<file path="src/sv/tccw_pkg.sv">
// shared types and constants for the text console cursor writer
// item and result structs, controller/datapath command and status groups
// no dependencies
package tccw_pkg;

    localparam int COLUMNS    = 80;
    localparam int ROWS       = 25;
    localparam int CELL_COUNT = COLUMNS * ROWS;
    localparam int SCROLL_CELLS = (ROWS - 1) * COLUMNS;

    localparam int COL_W     = 7;
    localparam int ROW_W     = 5;
    localparam int CHAR_W    = 8;
    localparam int CELL_W    = 2 * CHAR_W;
    localparam int CELL_AW   = $clog2(CELL_COUNT);
    localparam int COL_CMP_W = COL_W + 2;
    localparam int ROW_CMP_W = ROW_W + 2;

    localparam logic [CHAR_W-1:0] CHAR_LF     = 8'h0A;
    localparam logic [CHAR_W-1:0] CHAR_BLANK  = 8'h20;
    localparam logic [CHAR_W-1:0] COLOR_RESET = 8'h02;

    typedef enum logic [1:0] {
        ACT_PUT   = 2'd0,
        ACT_PLACE = 2'd1,
        ACT_READ  = 2'd2,
        ACT_CLEAR = 2'd3
    } action_t;

    typedef struct packed {
        logic [1:0]        action;
        logic [CHAR_W-1:0] char_code;
        logic [CHAR_W-1:0] cell_color;
        logic [COL_W-1:0]  col;
        logic [ROW_W-1:0]  row;
    } cmd_t;

    typedef struct packed {
        logic [CHAR_W-1:0] cell_char;
        logic [CHAR_W-1:0] cell_attr;
        logic [ROW_W-1:0]  cursor_row;
        logic [COL_W-1:0]  cursor_col;
        logic              scrolled;
    } result_t;

    // controller to datapath
    typedef struct packed {
        logic capture;
        logic exec;
        logic res_load;
        logic res_read;
        logic res_scrolled;
        logic scroll_step;
        logic clear_step;
    } ctrl_t;

    // datapath to controller
    typedef struct packed {
        logic [1:0] action;
        logic       scroll_needed;
        logic       scroll_last;
        logic       clear_last;
    } stat_t;

endpackage

</file>
<file path="src/sv/tccw_ctrl.sv">
// sequencing state machine for the console writer
// depends on tccw_pkg for the command and status groups
module tccw_ctrl
    import tccw_pkg::*;
(
    input  logic  clk,
    input  logic  rst_n,
    input  logic  start,
    input  stat_t stat,
    output ctrl_t ctrl,
    output logic  busy
);

    typedef enum logic [5:0] {
        ST_IDLE   = 6'b000001,
        ST_EXEC   = 6'b000010,
        ST_READ   = 6'b000100,
        ST_SCROLL = 6'b001000,
        ST_DRAIN  = 6'b010000,
        ST_CLEAR  = 6'b100000
    } state_t;

    state_t state_reg, state_next;

    always_ff @(posedge clk or negedge rst_n)
    begin
        if (!rst_n)
        begin
            state_reg <= ST_IDLE;
        end
        else
        begin
            state_reg <= state_next;
        end
    end

    always_comb
    begin
        state_next = state_reg;
        ctrl       = '0;
        unique case (state_reg)
            ST_IDLE:
            begin
                if (start)
                begin
                    ctrl.capture = 1'b1;
                    state_next   = ST_EXEC;
                end
            end
            ST_EXEC:
            begin
                ctrl.exec = 1'b1;
                unique case (stat.action)
                    ACT_PUT:
                    begin
                        if (stat.scroll_needed)
                        begin
                            state_next = ST_SCROLL;
                        end
                        else
                        begin
                            ctrl.res_load = 1'b1;
                            state_next    = ST_IDLE;
                        end
                    end
                    ACT_PLACE:
                    begin
                        ctrl.res_load = 1'b1;
                        state_next    = ST_IDLE;
                    end
                    ACT_READ:  state_next = ST_READ;
                    ACT_CLEAR: state_next = ST_CLEAR;
                    default:   state_next = ST_IDLE;
                endcase
            end
            ST_READ:
            begin
                ctrl.res_load = 1'b1;
                ctrl.res_read = 1'b1;
                state_next    = ST_IDLE;
            end
            ST_SCROLL:
            begin
                ctrl.scroll_step = 1'b1;
                if (stat.scroll_last)
                begin
                    state_next = ST_DRAIN;
                end
            end
            ST_DRAIN:
            begin
                // last row copy write lands this cycle
                ctrl.res_load     = 1'b1;
                ctrl.res_scrolled = 1'b1;
                state_next        = ST_IDLE;
            end
            ST_CLEAR:
            begin
                ctrl.clear_step = 1'b1;
                if (stat.clear_last)
                begin
                    ctrl.res_load = 1'b1;
                    state_next    = ST_IDLE;
                end
            end
            default:
            begin
                state_next = ST_IDLE;
            end
        endcase
    end

    assign busy = (state_reg != ST_IDLE);

endmodule

</file>
<file path="config.mk">
export PLATFORM = sky130hd
export DESIGN_NAME = tccw_ctrl
export DESIGN_NICKNAME = d
export VERILOG_FILES = /design/src/sv/tccw_pkg.sv /design/src/sv/tccw_ctrl.sv
export SDC_FILE = /design/constraint.sdc
export NUM_CORES = 1
export LEC_CHECK = 0
export BUFFER_PORTS_ARGS = -buffer_cell sky130_fd_sc_hd__buf_4
export CORE_AREA = 3 3 40 42
export DETAILED_ROUTE_END_ITERATION = 16
export DIE_AREA = 0 0 43 45
export MAX_ROUTING_LAYER = met4
export PLACE_DENSITY = 0.64
export SLEW_MARGIN = 30
export SYNTH_ARGS = -nofsm -noshare
export SYNTH_HDL_FRONTEND = slang
export SYNTH_SLANG_ARGS = --single-unit
</file>
<file path="constraint.sdc">
create_clock -name clk -period 1.8 [get_ports clk]
set_clock_uncertainty 0.05 [all_clocks]
set_input_delay 0.18 -clock clk [delete_from_list [all_inputs] [get_ports clk]]
set_output_delay 0.18 -clock clk [all_outputs]
set_load 0.05 [all_outputs]
</file>
# Word-level counts from Yosys, hierarchy flattened
# Cells that the tools add are included.
# word_totals
register_bits	6
elab_cells	34
# classes
n_eq_ne	13
n_mux	17
n_reduce_logical	3
# ops
op	count
6-bit case mux with 4 select lines	2
6-bit 2-to-1 mux	3
1-bit 2-to-1 mux	9
6-bit by 1-bit == test with 1-bit output (second input constant)	1
6-bit by 2-bit == test with 1-bit output (second input constant)	1
6-bit by 3-bit == test with 1-bit output (second input constant)	1
6-bit by 4-bit == test with 1-bit output (second input constant)	1
6-bit by 5-bit == test with 1-bit output (second input constant)	1
6-bit == test (second input constant)	1
2-bit != test (second input constant)	3
6-bit by 1-bit != test with 1-bit output (second input constant)	1
2-bit == test (second input constant)	2
4-bit 2-to-1 mux	1
1-bit case mux with 3 select lines	1
3-bit AND reduction	1
2-bit by 1-bit == test with 1-bit output (second input constant)	1
2-bit logical NOT	1
1-bit case mux with 2 select lines	1
2-bit OR reduction	1

# Depth between registers and ports, before layout
# Gate-level depths: netlist of run 1.
# logic_depth
ltp_word	3
ltp_mapped	4
ltp_nobuf	4

# Least setup slack after synthesis of run 1
# No wires, ideal clock.
# synth_timing
path_type	register -> output
start	register state_reg[0]
end	output port ctrl[6] (netlist bit)
t_arrival_ns	1.978
required_ns	1.570
path_slack_ns	-0.408
path_stages_with_launch	4
n_path_buf	0
path_cell_list	dfstp_2 and2b_2 nand3_1 nor2_1
# synth_rtl
element	line_no	source
start: declaration	tccw_ctrl.sv:23	state_t state_reg, state_next;
start signal: assignment	tccw_ctrl.sv:33	state_reg <= state_next;
end: declaration	tccw_ctrl.sv:10	output ctrl_t ctrl,

==> out/qor.yml, run 1 <==
diodes: 0
required_ps: 1570
viasPerCell: 4.91
slew_viol_final: 0
io_buffer_count: 15
rows: 13
rsz0062_at_grt: "yes"
global_route.overflow_total: 0
ioPinCount: 16
nFillCells: 126
netlist_area_um2: 379
peakVddDrop_mv: 0.507
synth-seq-area-share: 0.399
relSlewSlack: 0.825
grt_usage: 0.118
synth_cell_types: 23
cap_violations: 0
max_freq_mhz: 562
worstSetupStartpointType: "register"
synth_ff_type: "dfrtp_1"
worst_slack_ps: 20.0
yosysMostFrequentCell: "nor2_1"
worstSetupPathType: "register to output pin"
largest_reg_flops: 6
hold_class: "input port to register"
arrival_ps: 1550
hold_viol: 0
clockBufferDepth: 2
syn2layout_area_growth_pct: 65.0
synth_area_leader_cell: "dfrtp_1"
grt_pass1_wl_mm: 1.58
hold_slack_ps: 64.8
worstMarginPinSlew_ps: 261
synth_commonest_cells: "nor2_1 (7), dfrtp_1 (5), inv_1 (4), nand2_1 (4), nand3_1 (3)"
ctsHtreeMaxLevel: 1
post_drt_wl_per_cell_um: 12.4
clk_pin_slew_ps: 50
die_y_um: 45
ys_ff_latch: 6
finalCriticalPeriod_ps: 1780
coreArea_um2: 1280
yosysWarnings: 0
layout-drive-gt1-share: 0.500
antenna_found_initial: 0
p_per_area_nw_per_um2: 1140
outcome: "completed"
final_util: 0.487
grt_pass1_vias: 382
finalSetupTns_ps: 0
synth_nets: 54
leakage_nw: 0.325
place.gp.congestion: 0.813
yosysTopAreaCellShare: 0.330
cts_sinks: 6
cts_tree: "built"
ys_async_sr_fraction: 1.00
power.total_mw: 0.711
setup_violations: 0
synth_edf_count: 0
drt_iter0_markers: 13
via_count: 427
firstDrtPassIters: 4
routed_wl_mm: 1.08
drc_errors: 0
root_buffer: "clkbuf_4"
fin_nets: 81
grt_max_degree: 8
end_kind: "output pin"
post-place-ws_ps: 157
die_x_um: 43
start_util: 0.295
cp_max_fo: 6
synth_cells: 46
worstSkewPairLatency_ps: 240
ant_nets: 0
die-area_um2: 1940
cts_buffers: 3
synthTopCellsByArea: "dfrtp_1 (33%), dfstp_2 (6.9%), nor2_1 (6.9%)"
fin_crit_sh: 0.989
syn_avg_cell_area_um2: 8.24
hpwl_um: 729
[path summary, 6_finish.rpt]
| check | endpoint | start | depth (start not counted) | slack (ps) |
|---|---|---|---|---|
| max | ctrl[4] | state_reg[4] | 5 | 20 |
| min reg2reg | state_reg[0] | state_reg[5] | 4 | 630 |
| max in group asynchronous | state_reg[0] | rst_n | 2 | 1250 |
| min in group asynchronous | state_reg[5] | rst_n | 2 | 250 |
| max reg2reg | state_reg[0] | state_reg[4] | 4 | 480 |
| min | state_reg[2] | stat[3] | 2 | 60 |
[metal layers]
layer | part of all wire | vias up | GRT usage
met4 | 0.030 | 0 | 0.108
li1 | - | 210 | -
met2 | 0.49 | 21 | 0.183
met5 | 0 | - | -
met1 | 0.42 | 192 | 0.127
met3 | 0.059 | 4 | 0.0239
[metrics by stage]
step,area [um^2],std cells
4_1_cts,599,85
3_5_place_dp,523,76
2_1_floorplan,392,46
6_report,626,87
3_3_place_gp,523,76
5_1_grt,626,87
[cells in the final DEF, fill, tap and decap left out]
cell type / instances
buf_4: 20
nor2_2: 1
nand2_1: 4
nor3b_1: 1
nand3_1: 2
mux2i_1: 1
dfrtp_1: 3
nor2b_4: 1
dfstp_2: 1
and2b_1: 1
nor3_2: 1
o21ai_0: 2
dfrtp_2: 2
o211ai_1: 1
and2b_2: 1
nand3_2: 2
or3_4: 1
clkbuf_1: 1
o22ai_1: 2
dlygate4sd3_1: 1
inv_1: 4
clkbuf_4: 3
buf_6: 1
a211oi_1: 1
o2bb2ai_1: 1
nor3_1: 1
nor2_1: 6
and3_1: 2
and2_1: 1
a21oi_1: 1
nor2_4: 2
[worst max-delay path: stages, from the launching register on]
cell     delay [ps]
dfrtp_2         440
nor2_2          130
nand3_2         100
or3_4           380
nand2_1          90
buf_6           160
[final cells by class]
| cell class | instances | area [um^2] | share of cell area |
|---|---|---|---|
| Tap cell | 15 | 18.8 | 0.0300 |
| Clock buffer | 4 | 26.3 | 0.0420 |
| Timing Repair Buffer | 22 | 171 | 0.274 |
| Sequential cell | 6 | 154 | 0.246 |
| Inverter | 4 | 15.0 | 0.0240 |
| Multi-Input combinational cell | 36 | 240 | 0.384 |
[where the power goes]
part / switching [mW] / internal [mW] / leakage (nW)
Combinational: 0.227 / 0.154 / 0.234
Sequential: 0.0313 / 0.165 / 0.0758
Clock: 0.0495 / 0.0840 / 0.0150
[kinds of logic (layout without fill, tap and decap cells)]
family | after synthesis | in the layout | synth area share
buf+inv | 4 | 30 | 0.0396
mux | 1 | 1 | 0.0264
simple gates | 27 | 27 | 0.399
flops | 6 | 6 | 0.399
compound gates | 8 | 8 | 0.135
[repair_timing]
action	4_1_cts	5_1_grt
setup buffers	4	2
pin swaps	3	1
endpoints found under the setup margin	1	3
gates cloned	0	0
resized for setup	3	3
endpoints found under the hold margin	6	0
hold buffers	1	0
Power figures use the tool's default switching activity.
==> inputs of run 2 (changes only) <==
Settings changed: CORE_AREA 3 3 40 42 to 2 2 39 41, DIE_AREA 0 0 43 45 to 0 0 41 43.
==> run 2 against run 1 <==
Against the previous run:
- hold slack worse by 20 ps
- global-route usage up 2.0 points
- sequential power about the same
- maximum frequency up 0.20%
- utilization decreased by 4.9 points
- flip-flop and latch count unchanged
- routed wire length shrank 14%
- combinational power shrank 9.7%
==> out/qor.yml, run 2 (same netlist as run 1, synthesis figures left out) <==
required_ps: 1570  # about the same
worstMarginPinSlew_ps: 273  # +11.9 ps
global_route.overflow_total: 0  # unchanged
antenna_found_initial: 0  # unchanged
power.total_mw: 0.679  # -4.4%
cpPeakStageDelay_ps: 400  # -40 ps
io_buffer_count: 15  # unchanged
final_common_cell: "buf_4"
drt_iter0_markers: 8  # -5
rows: 14  # +1
drc_errors: 0  # unchanged
finalCriticalPeriod_ps: 1780  # -3.49 ps
place.gp.congestion: 0.771  # -5.2%
leakage_nw: 0.314  # -3.3%
ant_nets: 0  # unchanged
root_buffer: "clkbuf_4"
grt_pass1_wl_mm: 1.49  # -5.7%
end_kind: "output pin"
relSlewSlack: 0.817  # -0.00803
largest_reg_flops: 6  # unchanged
syn2layout_area_growth_pct: 59.7
ioPinCount: 16  # unchanged
path_buf_inv: 1  # unchanged
nFillCells: 145  # +15%
cts_sinks: 6  # unchanged
hold_class: "input port to register"
p_per_area_nw_per_um2: 1120  # -1.3%
cts_tree: "built"
crit_chain: "nor2b_4, nand3_2, or3_4, nand2_1, buf_6"
ctsHtreeMaxLevel: 1  # unchanged
clockBufferDepth: 2  # unchanged
layout_common_cells: "buf_4 (18), nor2_1 (6), inv_1 (4), nand2_1 (4), dfrtp_1 (4)"
routed_wl_um: 926  # -14%
rsz0062_at_grt: "yes"
grt_usage: 0.138  # +0.0196
setup_violations: 0  # unchanged
cp_max_fo: 5  # -1
post_drt_wl_per_cell_um: 10.8  # -14%
cts_buffers: 3  # unchanged
viasPerCell: 4.73  # -3.6%
start_util: 0.274  # -0.0211
arrival_ps: 1550  # about the same
slew_viol_final: 0  # unchanged
clk_pin_slew_ps: 50  # about the same
die_x_um: 41  # -4.7%
via_count: 407  # -4.7%
worstSetupPathType: "register to output pin"
outcome: "completed"
diodes: 0  # unchanged
layout-drive-gt1-share: 0.471  # -0.0286
die_y_um: 43  # -4.4%
die-area_um2: 1760  # -8.9%
max_freq_mhz: 563  # +0.20%
hold_viol: 0  # unchanged
cp_slowest_cell: "dfrtp_1"
hpwl_um: 705  # -3.3%
finalSetupTns_ps: 0  # unchanged
crit_family: "simple AND/OR/NAND/NOR gates"
worstSkewPairLatency_ps: 250  # about the same
grt_pass1_vias: 357  # -6.5%
coreArea_um2: 1380  # +7.7%
fin_nets: 79  # -2.5%
worstSetupStartpointType: "register"
cap_violations: 0  # unchanged
fin_crit_sh: 0.987  # -0.00194
firstDrtPassIters: 4  # unchanged
peakVddDrop_mv: 0.445  # -12%
grt_max_degree: 8  # unchanged
[run 2: path summary, 6_finish.rpt]
path	start	to	slack, ps	depth (start not counted)
min in group asynchronous	rst_n	state_reg[5]	220	2
max reg2reg	state_reg[1]	state_reg[0]	480	4
max	state_reg[1]	ctrl[4]	20	5
min	stat[3]	state_reg[2]	50	2
min reg2reg	state_reg[3]	state_reg[3]	630	2
max in group asynchronous	rst_n	state_reg[0]	1280	2
[run 2: layout make-up]
class / instances / area, um^2 / share of cell area
inverters: 4 / 15.0 / 0.0248
clock buffers: 4 / 26.3 / 0.0434
repair buffers: 20 / 156 / 0.258
well taps: 16 / 20.0 / 0.0331
flip-flops and latches: 6 / 153 / 0.252
multi-input cells: 36 / 235 / 0.388
[run 2: power by group]
group / total (mW) / leakage, nW / switching [mW] / internal [mW]
clock: 0.137 / 0.0150 / 0.0531 / 0.0842
sequential: 0.198 / 0.0775 / 0.0332 / 0.165
combinational: 0.344 / 0.222 / 0.209 / 0.135
[run 2: repair_timing]
| item | 4_1_cts | 5_1_grt |
|---|---|---|
| hold buffers | 1 | 0 |
| pin swaps | 2 | 1 |
| endpoints found under the setup margin | 1 | 2 |
| hold endpoints to repair | 6 | 0 |
| buffers inserted | 4 | 0 |
| gates cloned | 0 | 0 |
| gates resized for setup | 3 | 1 |
[run 2: metal layers]
metal / track usage / vias to the layer above / share of wire
met1: 0.161 / 182 / 0.43
met5: - / - / 0
met3: 0.0314 / 3 / 0.058
met4: 0.120 / 0 / 0.022
met2: 0.188 / 13 / 0.49
li1: - / 209 / -
[run 2: metrics by stage]
step / instances / instance area, um^2 / hold slack [ps] / util / setup slack, ps
final: 86 / 606 / 45.0 / 0.438 / 23.5
after global routing: 86 / 606 / 54.4 / 0.438 / -47.1
after CTS: 86 / 601 / 45.7 / 0.434 / 29.3
after detailed placement: 77 / 524 / -60.2 / 0.379 / 162
after global placement: 77 / 524 / -61.4 / 0.379 / 175
after floorplan: 46 / 392 / -166 / - / 158
[run 2: worst reg2reg max path: stages, from the launching register on]
cell and delay (ps):
dfrtp_1 400, nor2b_4 190, nand3_2 80, or3_4 370, a21oi_1 140
==> inputs of run 3 (changes only) <==
Settings changed: GPL_TIMING_DRIVEN set to 0, MAX_ROUTING_LAYER met4 to not set.
==> run 3 against run 2 <==
Against the previous run:
- the flow now finishes with violations (setup timing)
- clock power barely moved
- power rose by 3.9%
- via count is 3.2% higher
- critical path depth down 1
- die area did not move
- setup slack got worse by 46 ps
- global-route usage shrank 0.84 points
- final cell count up 2.3%
- flip-flop and latch count did not move
- count of clock-buffer cells in the layout stayed put
- cell area is 7.9% higher
- combinational power is 8.7% higher
- critical endpoint is now ctrl[0]
==> out/qor.yml, run 3 (same netlist as run 1, synthesis figures left out) <==
outcome: "finished, violations left"
violations: "setup timing"
worstHoldEndpoint: "state_reg[2]"
diodes: 0  # unchanged
layout_common_cells: "buf_4 (20), nor2_1 (6), inv_1 (4), dfrtp_2 (4)"
cp_slowest_cell: "dfrtp_2"
post_drt_wl_per_cell_um: 11.6  # +8.1%
crit_chain: "nor3_1, nand3_1, inv_1, buf_4"
largest_reg_flops: 6  # unchanged
slew_viol_final: 0  # unchanged
place.gp.congestion: 0.719  # -6.8%
worstSetupStartpointType: "register"
cpPeakStageDelay_ps: 450  # +50 ps
clockBufferDepth: 2  # unchanged
hold_class: "input port to register"
cts_sinks: 6  # unchanged
cts_buffers: 3  # unchanged
fin_cells: 88  # +2.3%
timing.rr.end: "state_reg[0]"
die_x_um: 41  # unchanged
cap_violations: 0  # unchanged
r2r-start: "state_reg[3]"
firstDrtPassIters: 2  # -2
post-place-ws_ps: 102  # -60.2 ps
final_common_cell: "buf_4"
rsz0062_at_grt: "yes"
power.total_mw: 0.705  # +3.9%
layout-drive-gt1-share: 0.542  # +0.0702
drc_errors: 0  # unchanged
die_y_um: 43  # unchanged
peakVddDrop_mv: 0.552  # +24%
path_buf_inv: 2  # +1
relSlewSlack: 0.711  # -0.105
syn2layout_area_growth_pct: 72.3
coreArea_um2: 1380  # unchanged
drt_iter0_markers: 6  # -2
grt_usage: 0.129  # -0.00840
p_per_area_nw_per_um2: 1080  # -3.7%
routed_wl_mm: 1.02  # +11%
rrSetupSlack_ps: 390  # -90 ps
ioPinCount: 16  # unchanged
placedInstanceArea_um2: 524  # unchanged
worstSetupPathType: "register to output pin"
required_ps: 1570  # about the same
grt_max_degree: 7  # -1
finalCriticalPeriod_ps: 1820  # +46.2 ps
hold_viol: 0  # unchanged
clk_pin_slew_ps: 50  # about the same
worst_slack_ps: -22.7  # -46.2 ps
cts_tree: "built"
whs_path_depth: 2  # unchanged
viasPerCell: 4.77  # +0.85%
fin_crit_sh: 1.01  # +0.0257
holdCritStartpoint: "stat[3]"
grt_pass1_wl_mm: 1.49  # unchanged
crit_family: "simple AND/OR/NAND/NOR gates"
io_buffer_count: 15  # unchanged
setup_violations: 2  # +2
reg2reg_depth: 4  # unchanged
dp.cells: 77  # unchanged
start_util: 0.274  # unchanged
stdcell_area_um2: 653  # +7.9%
worstMarginPinSlew_ps: 430  # +157 ps
max_freq_mhz: 549  # -2.5%
arrival_ps: 1590  # +40 ps
rows: 14  # unchanged
hold_slack_ps: 51.2  # +6.13 ps
leakage_nw: 0.327  # +4.0%
ant_nets: 0  # unchanged
via_count: 420  # +3.2%
antenna_found_initial: 0  # unchanged
ctsHtreeMaxLevel: 1  # unchanged
root_buffer: "clkbuf_4"
end_kind: "output pin"
global_route.overflow_total: 0  # unchanged
fin_nets: 81  # +2.5%
hpwl_um: 721  # +2.2%
finalSetupTns_ps: -31.1  # -31.1 ps
grt_pass1_vias: 354  # -0.84%
worstSkewPairLatency_ps: 250  # about the same
cp_max_fo: 5  # unchanged
final_util: 0.472  # +0.0344
die-area_um2: 1760  # unchanged
-- run 3: worst max-delay path by stage --
stage	start	to	slack, ps	depth (start not counted)
floorplan	state_reg[0]	ctrl[6]	160	3
global placement	state_reg[4]	ctrl[4]	110	5
detailed placement	state_reg[4]	ctrl[4]	100	5
CTS	state_reg[1]	ctrl[4]	0.7	5
global route	state_reg[3]	ctrl[0]	-100	4
finish	state_reg[3]	ctrl[0]	-20	4
-- run 3: power breakdown --
part	internal (mW)	total [mW]	switching (mW)
combinational	0.150	0.374	0.225
sequential	0.165	0.195	0.0297
clock	0.0842	0.136	0.0520
-- run 3: area by class of cell --
class	instances	area [um^2]
Fill cell	145	731
Tap cell	16	20.0
Inverter	4	15.0
Sequential cell	6	156
Timing Repair Buffer	22	175
Multi-Input combinational cell	36	260
Clock buffer	4	26.3
-- run 3: metal layers --
| metal | up-vias | GRT usage | share of wire |
|---|---|---|---|
| met5 | - | 0 | 0 |
| met4 | 0 | 0.0800 | 0 |
| met3 | 0 | 0.0314 | 0.048 |
| met2 | 12 | 0.209 | 0.51 |
| met1 | 194 | 0.141 | 0.44 |
| li1 | 214 | - | - |
-- run 3: repair_timing --
item,in CTS,in global routing
endpoints found under the setup margin,1,3
pin swaps,1,3
resized for setup,10,3
buffers inserted,3,3
hold buffers,1,0
endpoints found under the hold margin,6,0
-- run 3: worst reg2reg max path, cell delays in order (launching register included) --
cell	delay (ps)
dfrtp_2	450
nor3_1	410
nand3_1	210
o22ai_1	170
a21oi_1	60
